==> config.mk <==
export PLATFORM = sky130hd
export DESIGN_NAME = pcxrle_queue
export DESIGN_NICKNAME = d
export VERILOG_FILES = /design/src/hdl/assert_macros.svh /design/src/hdl/pcxrle_pkg.sv /design/src/hdl/pcxrle_queue.sv
export SDC_FILE = /design/constraint.sdc
export NUM_CORES = 1
export LEC_CHECK = 0
export ABC_CLOCK_PERIOD_IN_PS = 3800
export BUFFER_PORTS_ARGS = -buffer_cell sky130_fd_sc_hd__buf_2
export CORE_MARGIN = 3
export CORE_UTILIZATION = 35
export DETAILED_ROUTE_END_ITERATION = 16
export PLACE_DENSITY = 0.6
export SLEW_MARGIN = 20
export SYNTH_ARGS = -nofsm -noshare
export SYNTH_HDL_FRONTEND = slang
export SYNTH_SLANG_ARGS = --single-unit
==> constraint.sdc <==
create_clock -name aclk -period 3.8 [get_ports aclk]
set_clock_uncertainty 0.1 [all_clocks]
set_input_delay 0.19 -clock aclk [delete_from_list [all_inputs] [get_ports aclk]]
set_output_delay 0.19 -clock aclk [all_outputs]
set_load 0.05 [all_outputs]
==> src/hdl/assert_macros.svh <==
// ----------------------------------------------------------------------------
// Assertion macros
// Concurrent checks clocked on aclk, disabled while aresetn is low.
// ----------------------------------------------------------------------------
`ifndef ASSERT_MACROS_SVH
`define ASSERT_MACROS_SVH

// antecedent implies consequent, written as a full property
`define ASSERT_IMPL(label, prop, msg) \
    label: assert property (@(posedge aclk) disable iff (!aresetn) prop) \
        else $error(msg);

// expression never holds
`define ASSERT_NEVER(label, expr, msg) \
    label: assert property (@(posedge aclk) disable iff (!aresetn) !(expr)) \
        else $error(msg);

`endif

==> src/hdl/pcxrle_pkg.sv <==
// ----------------------------------------------------------------------------
// PCX RLE palette decoder package
// Shared constants, command codes, queue item and pixel types.
// ----------------------------------------------------------------------------
package pcxrle_pkg;

    localparam int MAX_DIM  = 1024;
    localparam int PAL_SIZE = 256;
    localparam int POS_W    = 10;
    localparam int IDX_W    = $clog2(PAL_SIZE);
    localparam int CNT_W    = 6;
    localparam int COL_W    = 8;
    localparam int RGB_W    = 3 * COL_W;
    localparam int CMD_W    = 2;
    localparam int Q_DEPTH  = 4;
    localparam int Q_AW     = $clog2(Q_DEPTH);

    localparam logic [7:0] RUN_MARK = 8'hC0;
    localparam logic [7:0] RUN_MASK = 8'h3F;

    typedef enum logic [CMD_W-1:0] {
        CMD_START = 2'd0,
        CMD_PAL   = 2'd1,
        CMD_DATA  = 2'd2
    } cmd_t;

    typedef enum logic {
        REG_LAST_COLUMN = 1'b0,
        REG_LAST_ROW    = 1'b1
    } reg_idx_t;

    typedef enum logic [1:0] {
        OP_START = 2'd0,
        OP_PAL   = 2'd1,
        OP_EMIT  = 2'd2
    } op_kind_t;

    typedef struct packed {
        op_kind_t         kind;
        logic [IDX_W-1:0] index;
        logic [CNT_W-1:0] count;
        logic [RGB_W-1:0] rgb;
    } op_t;

    typedef struct packed {
        logic full;
        logic empty;
    } q_status_t;

    typedef struct packed {
        logic [COL_W-1:0] red;
        logic [COL_W-1:0] green;
        logic [COL_W-1:0] blue;
        logic [POS_W-1:0] column;
        logic [POS_W-1:0] row;
        logic             run_last;
        logic             image_done;
    } pix_t;

    typedef enum logic {
        BK_IDLE = 1'b0,
        BK_RUN  = 1'b1
    } back_state_t;

    function automatic logic [POS_W-1:0] clamp_dim(input logic [POS_W-1:0] v);
        logic [POS_W-1:0] r;
        r = v;
        if (int'(v) > MAX_DIM - 1) begin
            r = POS_W'(MAX_DIM - 1);
        end
        return r;
    endfunction

endpackage

==> src/hdl/pcxrle_queue.sv <==
// ----------------------------------------------------------------------------
// PCX RLE work queue
// Short first-in first-out buffer between the front and back ends.
// ----------------------------------------------------------------------------
module pcxrle_queue (
    input  logic                  aclk,
    input  logic                  aresetn,
    input  logic                  wr_en,
    input  pcxrle_pkg::op_t       wr_data,
    input  logic                  rd_en,
    output pcxrle_pkg::op_t       rd_data,
    output pcxrle_pkg::q_status_t status
);
    import pcxrle_pkg::*;

    op_t             slot_reg [Q_DEPTH];
    logic [Q_AW-1:0] wr_ptr_reg, rd_ptr_reg;
    logic [Q_AW:0]   fill_reg;
    logic            do_wr, do_rd;

    assign status.full  = (fill_reg == (Q_AW + 1)'(Q_DEPTH));
    assign status.empty = (fill_reg == '0);
    assign do_wr        = wr_en && !status.full;
    assign do_rd        = rd_en && !status.empty;
    assign rd_data      = slot_reg[rd_ptr_reg];

    always_ff @(posedge aclk) begin
        if (do_wr) begin
            slot_reg[wr_ptr_reg] <= wr_data;
        end
    end

    always_ff @(posedge aclk) begin
        if (!aresetn) begin
            wr_ptr_reg <= '0;
            rd_ptr_reg <= '0;
            fill_reg   <= '0;
        end else begin
            if (do_wr) begin
                wr_ptr_reg <= wr_ptr_reg + 1'b1;
            end
            if (do_rd) begin
                rd_ptr_reg <= rd_ptr_reg + 1'b1;
            end
            if (do_wr && !do_rd) begin
                fill_reg <= fill_reg + 1'b1;
            end else if (do_rd && !do_wr) begin
                fill_reg <= fill_reg - 1'b1;
            end
        end
    end

endmodule

==> impl_metrics.py <==
metrics = {
    "clock_tree": {
        "cts_tree": "yes",
        "post_cts_buffers": 0,
        "cts_made_buffers": 17,
        "cts-root-buf": "clkbuf_16",
        "cts_max_path_buffers": 2,
        "clk_pin_slew_ns": 0.06,
        "clock-sinks": 169,
        "htreeDepth": 4,
        "clock_latency_ns": 0.42,
    },
    "critical_path": {
        "reg2reg_to": "fill_reg[2]",
        "r2r-start": "fill_reg[0]",
        "r2r_slack_ns": 1.17,
        "end_kind": "flip-flop",
        "arrival_ns": 2.86,
        "required_ns": 4.03,
        "start_kind": "flip-flop",
        "critPathKind": "reg2reg",
        "r2r_cells": 8,
        "path_max_fanout": 7,
    },
    "drt": {
        "vias": 2953,
        "wire_per_inst_um": 17.9,
        "wl_met3_um": 659,
        "highest_layer": "met4",
        "vias_per_cell": 4.66,
        "postRouteWirelength_mm": 11.4,
        "first_iter_violations": 213,
        "final_antenna_net_count": 0,
        "drt-met1-wl_mm": 4.82,
        "drc": 0,
        "firstDrtPassIters": 4,
        "wl_met2_mm": 5.71,
    },
    "synthesis": {
        "ys_ff_latch": 169,
        "postSynthCellCount": 257,
        "synth_nets": 307,
        "synth_cell_types": 23,
        "syn_area_mm2": 0.00631,
        "synthFlopType": "edfxtp_1",
        "ys_seq_area_frac": 0.790,
        "yosys_warnings": 0,
        "synth_area_per_cell_um2": 24.5,
        "synth_edf_count": 160,
        "async_reset_ff_frac": 0,
    },
    "final_layout": {
        "final_cells": 634,
        "drive_above_1_share": 0.403,
        "post-route-util": 0.455,
        "final_common_cell": "edfxtp_1",
        "largest_reg_flops": 160,
        "n_fill_cell": 1502,
        "final_cell_mix": "160 x edfxtp_1, 85 x buf_2, 41 x dlygate4sd3_1",
        "seq_area_mm2": 0.00499,
        "final_area_mm2": 0.00796,
        "multi_input_area_mm2": 0.00119,
        "n_antenna_cell": 0,
        "fin_nets": 446,
        "area_delta_synth_final_pct": 26.2,
    },
    "sta": {
        "drv_slew": 0,
        "grt_setup_unrepaired": "no",
        "final.setup.tns_ns": 0,
        "fmax_ghz": 0.380,
        "fin_crit_ns": 2.63,
        "setup_viol": 0,
        "final.period_utilization": 0.693,
        "tightest_slew_ns": 0.832,
        "finalHoldViolations": 0,
        "slew-limit-headroom": 0.445,
    },
    "die": {
        "start_util": 0.361,
        "ios": 86,
        "core-area_mm2": 0.0175,
        "num_rows": 48,
        "dieArea_mm2": 0.0197,
        "chipWidth_um": 140,
        "die_h_um": 140,
    },
    "global_routing": {
        "grt_pass1_wl_mm": 18.0,
        "antenna_found_initial": 0,
        "grt_pass1_vias": 3206,
        "grt_max_degree": 41,
        "grt.overflow.total": 0,
        "grt_use_total": 0.121,
    },
    "place": {
        "hpwl_mm": 6.79,
        "placed_cell_area_mm2": 0.00693,
        "numPortBuffers": 85,
        "gp_congestion": 0.755,
        "dp.cells": 561,
    },
    "power": {
        "vdd_drop_max_mv": 0.421,
        "leakagePower_nw": 2.71,
        "p_per_area_mw_per_mm2": 742,
    },
    "hold_path": {
        "hold_depth": 4,
        "worstHoldPathType": "in2reg",
        "hold_start": "rd_en",
    },
    "status": {
        "status": "complete, no violations",
    },
    "flow_run": {
        "cap_viol_max_count": 0,
    },
}
==> worst max-delay path, stage by stage, from the launching register on <==
cell and delay [ns]:
dfxtp_1 0.49, nor3b_2 0.09, nor2b_1 0.43, ha_1 0.28
inv_1 0.06, fa_1 0.39, xor2_1 0.16, or3_1 0.32
a21boi_0 0.22
==> layout make-up <==
| class | count | share of cell area |
|---|---|---|
| timing repair buffer | 131 | 0.110 |
| clock buffer | 26 | 0.0627 |
| tap | 225 | 0.0354 |
| sequential | 169 | 0.627 |
| multi-input combinational | 74 | 0.149 |
| clock inverter | 6 | 0.0143 |
| inverter | 3 | 0.00141 |
==> synthesized netlist by cell type (2+ instances only) <==
| cell | n | share of area |
|---|---|---|
| and2_1 | 8 | 0.0079 |
| buf_12 | 4 | 0.013 |
| buf_2 | 4 | 0.0032 |
| buf_6 | 2 | 0.0036 |
| dfxtp_1 | 9 | 0.029 |
| edfxtp_1 | 160 | 0.76 |
| ha_1 | 5 | 0.0099 |
| inv_1 | 3 | 0.0018 |
| mux2i_1 | 3 | 0.0048 |
| mux4_2 | 40 | 0.14 |
| nand2_1 | 4 | 0.0024 |
| nor2b_1 | 2 | 0.0020 |
| xnor2_1 | 3 | 0.0042 |
==> worst max path at each step <==
stage,start,endpoint,cells past startpoint
after floorplan,fill_reg[2],slot_reg[0][0],4
after global placement,fill_reg[0],fill_reg[2],8
after detailed placement,fill_reg[0],fill_reg[2],8
after CTS,fill_reg[0],fill_reg[2],8
after global routing,fill_reg[0],fill_reg[2],8
final,fill_reg[0],fill_reg[2],8
==> stage by stage <==
stage          total power, mW  setup slack (ns)  hold slack, ns
2_1_floorplan             3.88              1.31           0.189
3_3_place_gp              4.18              1.44           0.300
3_5_place_dp              4.21              1.19           0.306
4_1_cts                   6.01              1.15           0.100
5_1_grt                   6.18             0.955           0.135
6_report                  5.91              1.17           0.123
==> cell families after synthesis <==
logic type	Yosys count	synth area share
AO/OA/AOI/OAI	4	0.00536
XOR/XNOR	4	0.00556
buffers and inverters	14	0.0218
AND/OR/NAND/NOR	17	0.0161
flip-flops	169	0.790
multiplexers	43	0.148
adder cells (fa/ha/maj)	6	0.0131
==> power by group <==
| part | internal (mW) | switching (mW) |
|---|---|---|
| clock | 1.11 | 0.646 |
| sequential | 2.27 | 0.209 |
| combinational | 0.575 | 1.11 |
==> metal layers <==
| metal | GRT usage | vias to the layer above |
|---|---|---|
| met3 | 0.0406 | 13 |
| met4 | 0.0444 | 0 |
| met2 | 0.196 | 74 |
| li1 | - | 1351 |
| met1 | 0.154 | 1515 |
| met5 | 0 | - |
==> timing repair <==
item,in CTS,in global routing
hold endpoints to repair,164,0
hold buffers,41,0
resized for setup,0,0
Power figures use the tool's default switching activity.
