<file path="config.mk">
export PLATFORM = sky130hd
export DESIGN_NAME = pcxrle_front
export DESIGN_NICKNAME = d
export VERILOG_FILES = /design/src/hdl/assert_macros.svh /design/src/hdl/pcxrle_pkg.sv /design/src/hdl/pcxrle_front.sv
export SDC_FILE = /design/constraint.sdc
export NUM_CORES = 1
export LEC_CHECK = 0
export BUFFER_PORTS_ARGS = -buffer_cell sky130_fd_sc_hd__buf_4
export CORE_MARGIN = 10
export CORE_UTILIZATION = 28
export DETAILED_ROUTE_END_ITERATION = 10
export HOLD_SLACK_MARGIN = 0.06
export PLACE_DENSITY = 0.76
export SLEW_MARGIN = 20
export SYNTH_ARGS = -nofsm -noshare
export SYNTH_HDL_FRONTEND = slang
export SYNTH_SLANG_ARGS = --single-unit
</file>
<file path="constraint.sdc">
create_clock -name aclk -period 1.4 [get_ports aclk]
set_clock_uncertainty 0.2 [all_clocks]
set_input_delay 0.07 -clock aclk [delete_from_list [all_inputs] [get_ports aclk]]
set_output_delay 0.07 -clock aclk [all_outputs]
set_load 0.02 [all_outputs]
</file>
<file path="src/hdl/assert_macros.svh">
// ----------------------------------------------------------------------------
// Assertion macros
// Concurrent checks clocked on aclk, disabled while aresetn is low.
// ----------------------------------------------------------------------------
`ifndef ASSERT_MACROS_SVH
`define ASSERT_MACROS_SVH

// antecedent implies consequent, written as a full property
`define ASSERT_IMPL(label, prop, msg) \
    label: assert property (@(posedge aclk) disable iff (!aresetn) prop) \
        else $error(msg);

// expression never holds
`define ASSERT_NEVER(label, expr, msg) \
    label: assert property (@(posedge aclk) disable iff (!aresetn) !(expr)) \
        else $error(msg);

`endif

</file>
<file path="src/hdl/pcxrle_pkg.sv">
// ----------------------------------------------------------------------------
// PCX RLE palette decoder package
// Shared constants, command codes, queue item and pixel types.
// ----------------------------------------------------------------------------
package pcxrle_pkg;

    localparam int MAX_DIM  = 1024;
    localparam int PAL_SIZE = 256;
    localparam int POS_W    = 10;
    localparam int IDX_W    = $clog2(PAL_SIZE);
    localparam int CNT_W    = 6;
    localparam int COL_W    = 8;
    localparam int RGB_W    = 3 * COL_W;
    localparam int CMD_W    = 2;
    localparam int Q_DEPTH  = 4;
    localparam int Q_AW     = $clog2(Q_DEPTH);

    localparam logic [7:0] RUN_MARK = 8'hC0;
    localparam logic [7:0] RUN_MASK = 8'h3F;

    typedef enum logic [CMD_W-1:0] {
        CMD_START = 2'd0,
        CMD_PAL   = 2'd1,
        CMD_DATA  = 2'd2
    } cmd_t;

    typedef enum logic {
        REG_LAST_COLUMN = 1'b0,
        REG_LAST_ROW    = 1'b1
    } reg_idx_t;

    typedef enum logic [1:0] {
        OP_START = 2'd0,
        OP_PAL   = 2'd1,
        OP_EMIT  = 2'd2
    } op_kind_t;

    typedef struct packed {
        op_kind_t         kind;
        logic [IDX_W-1:0] index;
        logic [CNT_W-1:0] count;
        logic [RGB_W-1:0] rgb;
    } op_t;

    typedef struct packed {
        logic full;
        logic empty;
    } q_status_t;

    typedef struct packed {
        logic [COL_W-1:0] red;
        logic [COL_W-1:0] green;
        logic [COL_W-1:0] blue;
        logic [POS_W-1:0] column;
        logic [POS_W-1:0] row;
        logic             run_last;
        logic             image_done;
    } pix_t;

    typedef enum logic {
        BK_IDLE = 1'b0,
        BK_RUN  = 1'b1
    } back_state_t;

    function automatic logic [POS_W-1:0] clamp_dim(input logic [POS_W-1:0] v);
        logic [POS_W-1:0] r;
        r = v;
        if (int'(v) > MAX_DIM - 1) begin
            r = POS_W'(MAX_DIM - 1);
        end
        return r;
    endfunction

endpackage

</file>
<file path="src/hdl/pcxrle_front.sv">
// ----------------------------------------------------------------------------
// PCX RLE front end
// Accepts input items, resolves run prefixes and queues work for the back end.
// ----------------------------------------------------------------------------
module pcxrle_front (
    input  logic                         aclk,
    input  logic                         aresetn,
    input  logic                         s_valid,
    output logic                         s_ready,
    input  logic [pcxrle_pkg::CMD_W-1:0] s_cmd,
    input  logic [7:0]                   s_code_byte,
    input  logic [pcxrle_pkg::IDX_W-1:0] s_pal_index,
    input  logic [pcxrle_pkg::COL_W-1:0] s_pal_red,
    input  logic [pcxrle_pkg::COL_W-1:0] s_pal_green,
    input  logic [pcxrle_pkg::COL_W-1:0] s_pal_blue,
    input  pcxrle_pkg::q_status_t        q_status,
    output logic                         q_wr_en,
    output pcxrle_pkg::op_t              q_wr_data
);
    import pcxrle_pkg::*;

    logic             pend_reg, pend_next;
    logic [CNT_W-1:0] cnt_reg, cnt_next;
    logic             accept;

    assign s_ready = !q_status.full;
    assign accept  = s_valid && s_ready;

    always_ff @(posedge aclk) begin
        if (!aresetn) begin
            pend_reg <= 1'b0;
            cnt_reg  <= '0;
        end else begin
            pend_reg <= pend_next;
            cnt_reg  <= cnt_next;
        end
    end

    always_comb begin
        pend_next       = pend_reg;
        cnt_next        = cnt_reg;
        q_wr_en         = 1'b0;
        q_wr_data.kind  = OP_EMIT;
        q_wr_data.index = s_code_byte[IDX_W-1:0];
        q_wr_data.count = CNT_W'(1);
        q_wr_data.rgb   = {s_pal_red, s_pal_green, s_pal_blue};
        if (accept) begin
            case (s_cmd)
                CMD_START: begin
                    pend_next      = 1'b0;
                    cnt_next       = '0;
                    q_wr_en        = 1'b1;
                    q_wr_data.kind = OP_START;
                end
                CMD_PAL: begin
                    q_wr_en         = 1'b1;
                    q_wr_data.kind  = OP_PAL;
                    q_wr_data.index = s_pal_index;
                end
                CMD_DATA: begin
                    if (pend_reg) begin
                        // resolve the run; drop zero-length runs here
                        pend_next       = 1'b0;
                        cnt_next        = '0;
                        q_wr_en         = (cnt_reg != '0);
                        q_wr_data.count = cnt_reg;
                    end else if ((s_code_byte & RUN_MARK) == RUN_MARK) begin
                        pend_next = 1'b1;
                        cnt_next  = CNT_W'(s_code_byte & RUN_MASK);
                    end else begin
                        q_wr_en = 1'b1;
                    end
                end
                default: begin
                end
            endcase
        end
    end

endmodule

</file>
==> flow_summary.ini <==
[run_status]
status = finished with violations
violations = negative setup slack

[sta]
post-route-min-period_ps = 1790
finalCritPeriodShare = 1.28
slew_viol_final = 0
finalHoldViolCount = 0
worst_slack_ps = -388
setup_viol = 23
rsz0062_at_grt = true
tightest_slew_ps = 259
fmax_mhz = 559
relSlewSlack = 0.827

[floorplanning]
rows = 17
die-area_um2 = 4870
start_util = 0.305
die_w_um = 69.8
io_pins = 89
die_h_um = 69.8
core_area_um2 = 2280

[drt]
vias = 798
final_antenna_net_count = 0
drtIter0Drc = 12
drc_errors = 0
routed_via_density = 4.53
wl_per_cell_um = 16.7
dr.pass1.iters = 5
drt_wl_total_um = 2940

[clock_tree]
cts_sinks = 7
cts_buffers = 3
hold_buffers = 31
insertion_delay_ps = 250
cts_max_path_buffers = 2
htreeDepth = 1
cts_tree = built
path_clk_slew_ps = 60
clock-root-buffer = clkbuf_4

[logic_synthesis]
async_reset_ff_frac = 0
ys_seq_elements = 7
synth_cell_types = 20
synthFlopType = dfxtp_1
syn_avg_cell_area_um2 = 8.45
synth_area_leaders = buf_4, dfxtp_1, mux2_2
netlist_instances = 82
yosysSeqAreaShare = 0.202
ys_top_cells_by_count = buf_4, nand2_1, mux2_2
synthesis.nets = 129
yosysWarnings = 0
synth_area_um2 = 693
yosys.area.top_type = buf_4
synth_edf_count = 0
synth_top_cell_area_share = 0.260
yosys.cell_count.top_type = buf_4

[setup_path]
worstPathCellList = or4b_4, nor4_4, o31ai_2, buf_4
crit_arrival_ps = 1520
path_class = flip-flop to primary output
path_delay_family = simple AND/OR/NAND/NOR gates
cp-start-kind = flip-flop
crit_buf_inv = 1
critical_path.reg2reg.endpoint = cnt_reg[2]
startpoint = cnt_reg[3]
crit_required_ps = 1130
worstRegToRegCells = 6
reg2reg_from = pend_reg
critPathSlowestCell = or4b_4
cp_slowest_stage_delay_ps = 530
rrSetupSlack_ps = -90
end_kind = primary output
path_max_fanout = 3

[global_route]
first_global_vias = 1004
grt_util_all_layers = 0.116
grt-ovfl-total = 0
grt_antenna_before_repair = 0
grt_max_degree = 9
grt_first_pass_wirelength_um = 4700

[worst_hold_path]
min_to = pend_reg
whs_path_depth = 4
hp-start = s_cmd[0]
hold_path_class = input port to flip-flop

[finish]
drive_gt1_frac = 0.574
instances_no_fill = 176
utilization = 0.653
area_delta_synth_final_pct = 114
largest_reg_flops = 6
antennaDiodeCount = 0
fin_nets = 196

[pwr]
leakagePower_nw = 0.667
finalPower_mw = 0.739
ir_drop_uv = 421
powerDensity_nw_per_um2 = 497

[place]
dp_cells = 136
portBuffers = 39
dpl.hpwl_um = 1770
gp_congestion = 0.791

[run]
drv_cap = 0
## logic make-up (layout without fill, tap and decap cells)
logic type	count (synthesis)	in the layout	synth area share
buffers and inverters	28	93	0.282
flip-flops	7	7	0.202
multiplexers	14	14	0.217
AND/OR/NAND/NOR	30	31	0.260
AO/OA/AOI/OAI	3	3	0.0397
## worst max-delay path by stage
| stage | cells past startpoint | slack [ps] | end |
|---|---|---|---|
| floorplan | 3 | -60 | q_wr_en |
| global placement | 5 | -220 | q_wr_data[34] |
| detailed placement | 5 | -240 | q_wr_data[34] |
| CTS | 4 | -400 | q_wr_en |
| global route | 4 | -490 | q_wr_en |
| finish | 4 | -390 | q_wr_en |
## area by class of cell
| cell class | count | area [um^2] |
|---|---|---|
| clock buffers | 4 | 26.3 |
| fillers | 182 | 791 |
| inverters | 4 | 15.0 |
| multi-input cells | 48 | 477 |
| flip-flops and latches | 7 | 141 |
| well taps | 28 | 35.0 |
| repair buffers | 85 | 791 |
## worst min-delay path: stages
cell      delay [ps]
buf_4             90
or3b_4           130
or4_4            120
a21boi_2          40
## power breakdown
part	total, mW	switching [mW]	internal [mW]
logic	0.345	0.155	0.190
clock network	0.191	0.0817	0.109
registers	0.203	0.00163	0.201
total	0.739	0.238	0.501
## timing repair
item                       4_1_cts  5_1_grt
hold endpoints to repair        31        1
setup endpoints to repair       22       23
pin swaps                       15        1
buffers inserted                 5        1
resized for setup               32        5
gates cloned                     1        0
## per-stage QoR
stage / setup TNS, ps / hold WS (ps) / worst slack (ps) / instance area (um^2)
2_1_floorplan: -401 / 12.1 / -61.6 / 741
3_3_place_gp: -2070 / -59.9 / -216 / 971
3_5_place_dp: -2490 / -59.9 / -236 / 971
4_1_cts: -4570 / 35.3 / -403 / 1470
5_1_grt: -4730 / 25.8 / -494 / 1490
6_report: -3430 / 30.7 / -388 / 1490
## per-layer routing
metal | part of all wire | track usage | vias up | routed length, um
li1 | - | - | 382 | -
met1 | 0.40 | 0.114 | 351 | 1190
met2 | 0.47 | 0.198 | 63 | 1370
met3 | 0.12 | 0.0670 | 2 | 361
met4 | 0.0044 | 0.0391 | 0 | 13
met5 | 0 | 0 | - | 0
## placed cells by master, fill, tap and decap left out, types with 2 or more instances in the layout
master         instances
nand2_2                2
dfxtp_1                6
buf_6                 20
clkbuf_4               3
or3b_4                 2
inv_1                  4
dlygate4sd3_1         31
mux2_4                 8
and2_4                 4
buf_4                 34
mux2i_1                6
nand2_1               13
Power figures use the tool's default switching activity.
